File: src/sv/ifr_ram.sv
`default_nettype none

module ifr_ram #(
  parameter int WIDTH = 32,
  parameter int DEPTH = 64
) (
  input  wire logic                     clk,
  input  wire logic                     we,
  input  wire logic [$clog2(DEPTH)-1:0] waddr,
  input  wire logic [WIDTH-1:0]         wdata,
  input  wire logic [$clog2(DEPTH)-1:0] raddr,
  output      logic [WIDTH-1:0]         rdata
);

  logic [WIDTH-1:0] mem [DEPTH];

  always_ff @(posedge clk) begin
    if (we) begin
      mem[waddr] <= wdata;
    end
    rdata <= mem[raddr];
  end

endmodule

`default_nettype wire

File: config.mk
export PLATFORM = sky130hd
export DESIGN_NAME = ifr_ram
export DESIGN_NICKNAME = d
export VERILOG_FILES = /design/src/sv/ifr_ram.sv
export SDC_FILE = /design/constraint.sdc
export NUM_CORES = 2
export LEC_CHECK = 0
export ABC_AREA = 0
export CAP_MARGIN = 20
export CORE_ASPECT_RATIO = 1.75
export CORE_UTILIZATION = 49
export CTS_CLUSTER_DIAMETER = 50
export DETAILED_ROUTE_END_ITERATION = 8
export DONT_BUFFER_PORTS = 1
export SYNTH_ARGS = -nofsm -noshare
export SYNTH_HDL_FRONTEND = slang
export SYNTH_SLANG_ARGS = --single-unit
File: constraint.sdc
create_clock -name clk -period 6.3 [get_ports clk]
set_input_delay 0.945 -clock clk [delete_from_list [all_inputs] [get_ports clk]]
set_output_delay 0.945 -clock clk [all_outputs]
set_load 0.02 [all_outputs]
==> results.md <==
* Status: complete, no violations
* Max Slew Vio Count at 0
* Final Routed Wirelength at 204,000 µm
* RR Startpoint: mem[55][18]
* Post-synth cell types at 34
* Main combinational cell family by area after synthesis: multiplexers
* Compound-gate portion of the synthesized area at 0.0167
* Leakage power total at 26.7 nW
* Worst r2r path cells at 5
* Final instance area at 0.0875 mm²
* Crit path max fanout at 386
* Proportion of layout cells with a drive suffix above 1 at 0.268
* Htree depth at 4
* Skew final at 0.0421 ns
* Final Cycle Share at 0.602
* Commonest non-fill, non-tap cells in the layout: 2,048 x edfxtp_1, 544 x mux4_2, 189 x clkbuf_16
* Post-layout min period at 3.79 ns
* Post-synthesis xor/xnor area fraction at 0
* Hold Crit Class: in2reg
* Mapped Area at 0.0785 mm²
* R2R Path End: rdata[18]
* I/O Pins at 78
* Layout net count at 3,451
* Dpl cells at 5,274
* Post-Synth Adder-Cell Area at 0
* Antenna violations before repair at 5
* Die area at 0.162 mm²
* Worst Max-Slew Pin Slew at 1.44 ns
* DP Area at 0.0815 mm²
* Max Fclk at 264 MHz
* Commonest non-fill, non-tap cell in the layout: edfxtp_1
* Core Footprint at 0.159 mm²
* Via/cell ratio at 6.37
* Power density cells at 316 mW/mm²
* Total grt overflow at 0
* Routed Antenna Nets at 0
* Port-buffer cells at 0
* TritonCTS buffer count at 186
* Clock sink total at 2,080
* DP HPWL at 115,000 µm
* WP data arrival at 4.54 ns
* Final setup vio count at 0
* CP Capture Point: rdata[13]
* Top routing layer in use: met4
* Ys Warns at 0
* Final Hold Viols at 0
* Drt first pass iters at 7
* Final core occ at 0.549
* RSZ-0062 raised after global routing: no
* Synth Area in Simple Gates at 0.0127
* Metal-1 WL at 72,100 µm
* # hold bufs at CTS at 0
* Clock Latency Late Sink at 0.83 ns
* Die height at 532 µm
* Post-synthesis cell count at 3,324
* Mux cell area share after synthesis at 0.168
* Max_slew headroom at 0.0371
* Critical Path Source Type: input pin
* Filler instances at 11,600
* Met2 wire length at 106,000 µm
* Kind of critical path: in2reg
* Root Buffer: clkbuf_16
* Clk buf depth at 4
* Post-CTS Resized at 0
* Vias at 35,700
* Pin count of the biggest net entering global routing at 514
* Post-Syn Area per Cell at 23.6 µm²
* Cell row count at 194
* Seq/Total Area, Yosys at 0.791
* Chip width at 305 µm
* Yosys reg bits at 2,080
* Vias in the first global route at 37,200
* Maxcap violations at 0
* Number of setup buffers added after CTS at 0
* # DRC at 0
* Hold path startpoint: wdata[0]
* Peak VDD IR at 0.254 mV
* Critical path origin: raddr[1]
* R2R setup slack at 3.81 ns
* Final Total Pwr at 27.6 mW
* Worst EP required at 7.05 ns
* Met3 wire len at 13,600 µm
* Initial Util at 0.493
* Drt wl/cell at 36.3 µm
* Worst-path clk slew at 0.06 ns
* DRT iter0 DRCs at 4,106
* Synth-to-Final Area Change at 11.4%
* Post-Layout Cell Count at 5,608
* Crit. End Element: flop
* CTS tree: built
* Routability cong. at 0.850
* GR Util All Layers at 0.255
* Mapped Nets at 3,370
* Setup_tns at 0 ns
* First-pass GRT wire length at 287,000 µm
[where the power goes]
part	switching (mW)	leakage, nW	internal [mW]	total [mW]
Clock	4.97	2.90	6.32	11.3
Sequential	0.124	18.7	15.3	15.4
Combinational	0.454	5.14	0.456	0.910
Total	5.55	26.7	22.1	27.6
[synthesized netlist by cell type]
cell / instances / share of area
o221ai_1: 27 / 0.0030
buf_2: 57 / 0.0036
dfxtp_1: 32 / 0.0082
a311oi_1: 8 / 0.00089
nand4_1: 2 / 0.00016
nand4b_1: 1 / 0.00011
nand2b_1: 8 / 0.00064
or3b_1: 2 / 0.00022
a41o_1: 4 / 0.00051
a21oi_1: 62 / 0.0040
and2_1: 2 / 0.00016
nor3_1: 7 / 0.00045
a22oi_1: 12 / 0.0011
or3_1: 3 / 0.00024
or3b_2: 3 / 0.00033
nor2b_1: 15 / 0.0012
buf_6: 5 / 0.00072
nand2_1: 26 / 0.0012
or2_1: 1 / 0.000080
clkbuf_1: 74 / 0.0035
nor2_1: 137 / 0.0065
a31oi_1: 1 / 0.000080
buf_1: 21 / 0.0010
nand3_1: 5 / 0.00032
o32ai_1: 4 / 0.00045
nand3b_1: 5 / 0.00048
mux4_2: 544 / 0.16
o22ai_1: 84 / 0.0067
and3_1: 4 / 0.00032
or2_0: 1 / 0.000080
mux2i_1: 93 / 0.012
buf_4: 25 / 0.0024
edfxtp_1: 2048 / 0.78
or2_2: 1 / 0.000080
[cells by family after synthesis]
| kind of cell | Yosys count |
|---|---|
| DFF | 2080 |
| AOI/OAI and AO/OA | 202 |
| and+or+nand+nor | 223 |
| muxes | 637 |
| buffers and inverters | 182 |
[routing by layer]
| metal | vias up | GRT usage |
|---|---|---|
| met5 | - | 0 |
| met4 | 0 | 0.128 |
| met3 | 369 | 0.0370 |
| met2 | 1458 | 0.439 |
| met1 | 19500 | 0.316 |
| li1 | 14400 | - |
[registers in the layout (all words and copies together) (netlist names)]
register,cells
rdata,32
mem,2048
[through the flow]
| stage | setup slack [ns] | hold WS (ns) |
|---|---|---|
| floorplan | 2.20 | 0.663 |
| global placement | 2.74 | 0.743 |
| detailed placement | 2.77 | 0.729 |
| CTS | 3.62 | 0.150 |
| global route | 3.42 | 0.175 |
| finish | 2.51 | 0.209 |
[cell type report]
cell class | instances | area [µm²] | share of cell area
flip-flops and latches | 2080 | 62100 | 0.710
multi-input cells | 1062 | 16000 | 0.183
clock buffers | 223 | 4920 | 0.0562
well taps | 2058 | 2570 | 0.0294
clock inverters | 108 | 1050 | 0.0120
repair buffers | 75 | 840 | 0.00960
diodes | 2 | 5.00 | 0.0000572
[how the worst min path moves through the flow]
stage,end,slack (ns),depth (start not counted)
after floorplan,rdata[17],0.66,4
after global placement,rdata[8],0.74,4
after detailed placement,rdata[8],0.73,4
after CTS,mem[61][9],0.15,0
after global routing,mem[54][0],0.17,0
final,mem[54][0],0.21,0
[critical path, cell delays in order]
cell and delay, ns:
nand2_1 1.38, o22ai_1 0.32, nor2_1 0.87, a21oi_1 0.21, nor2_1 0.12
No activity file was read; power rests on OpenSTA's default activity.
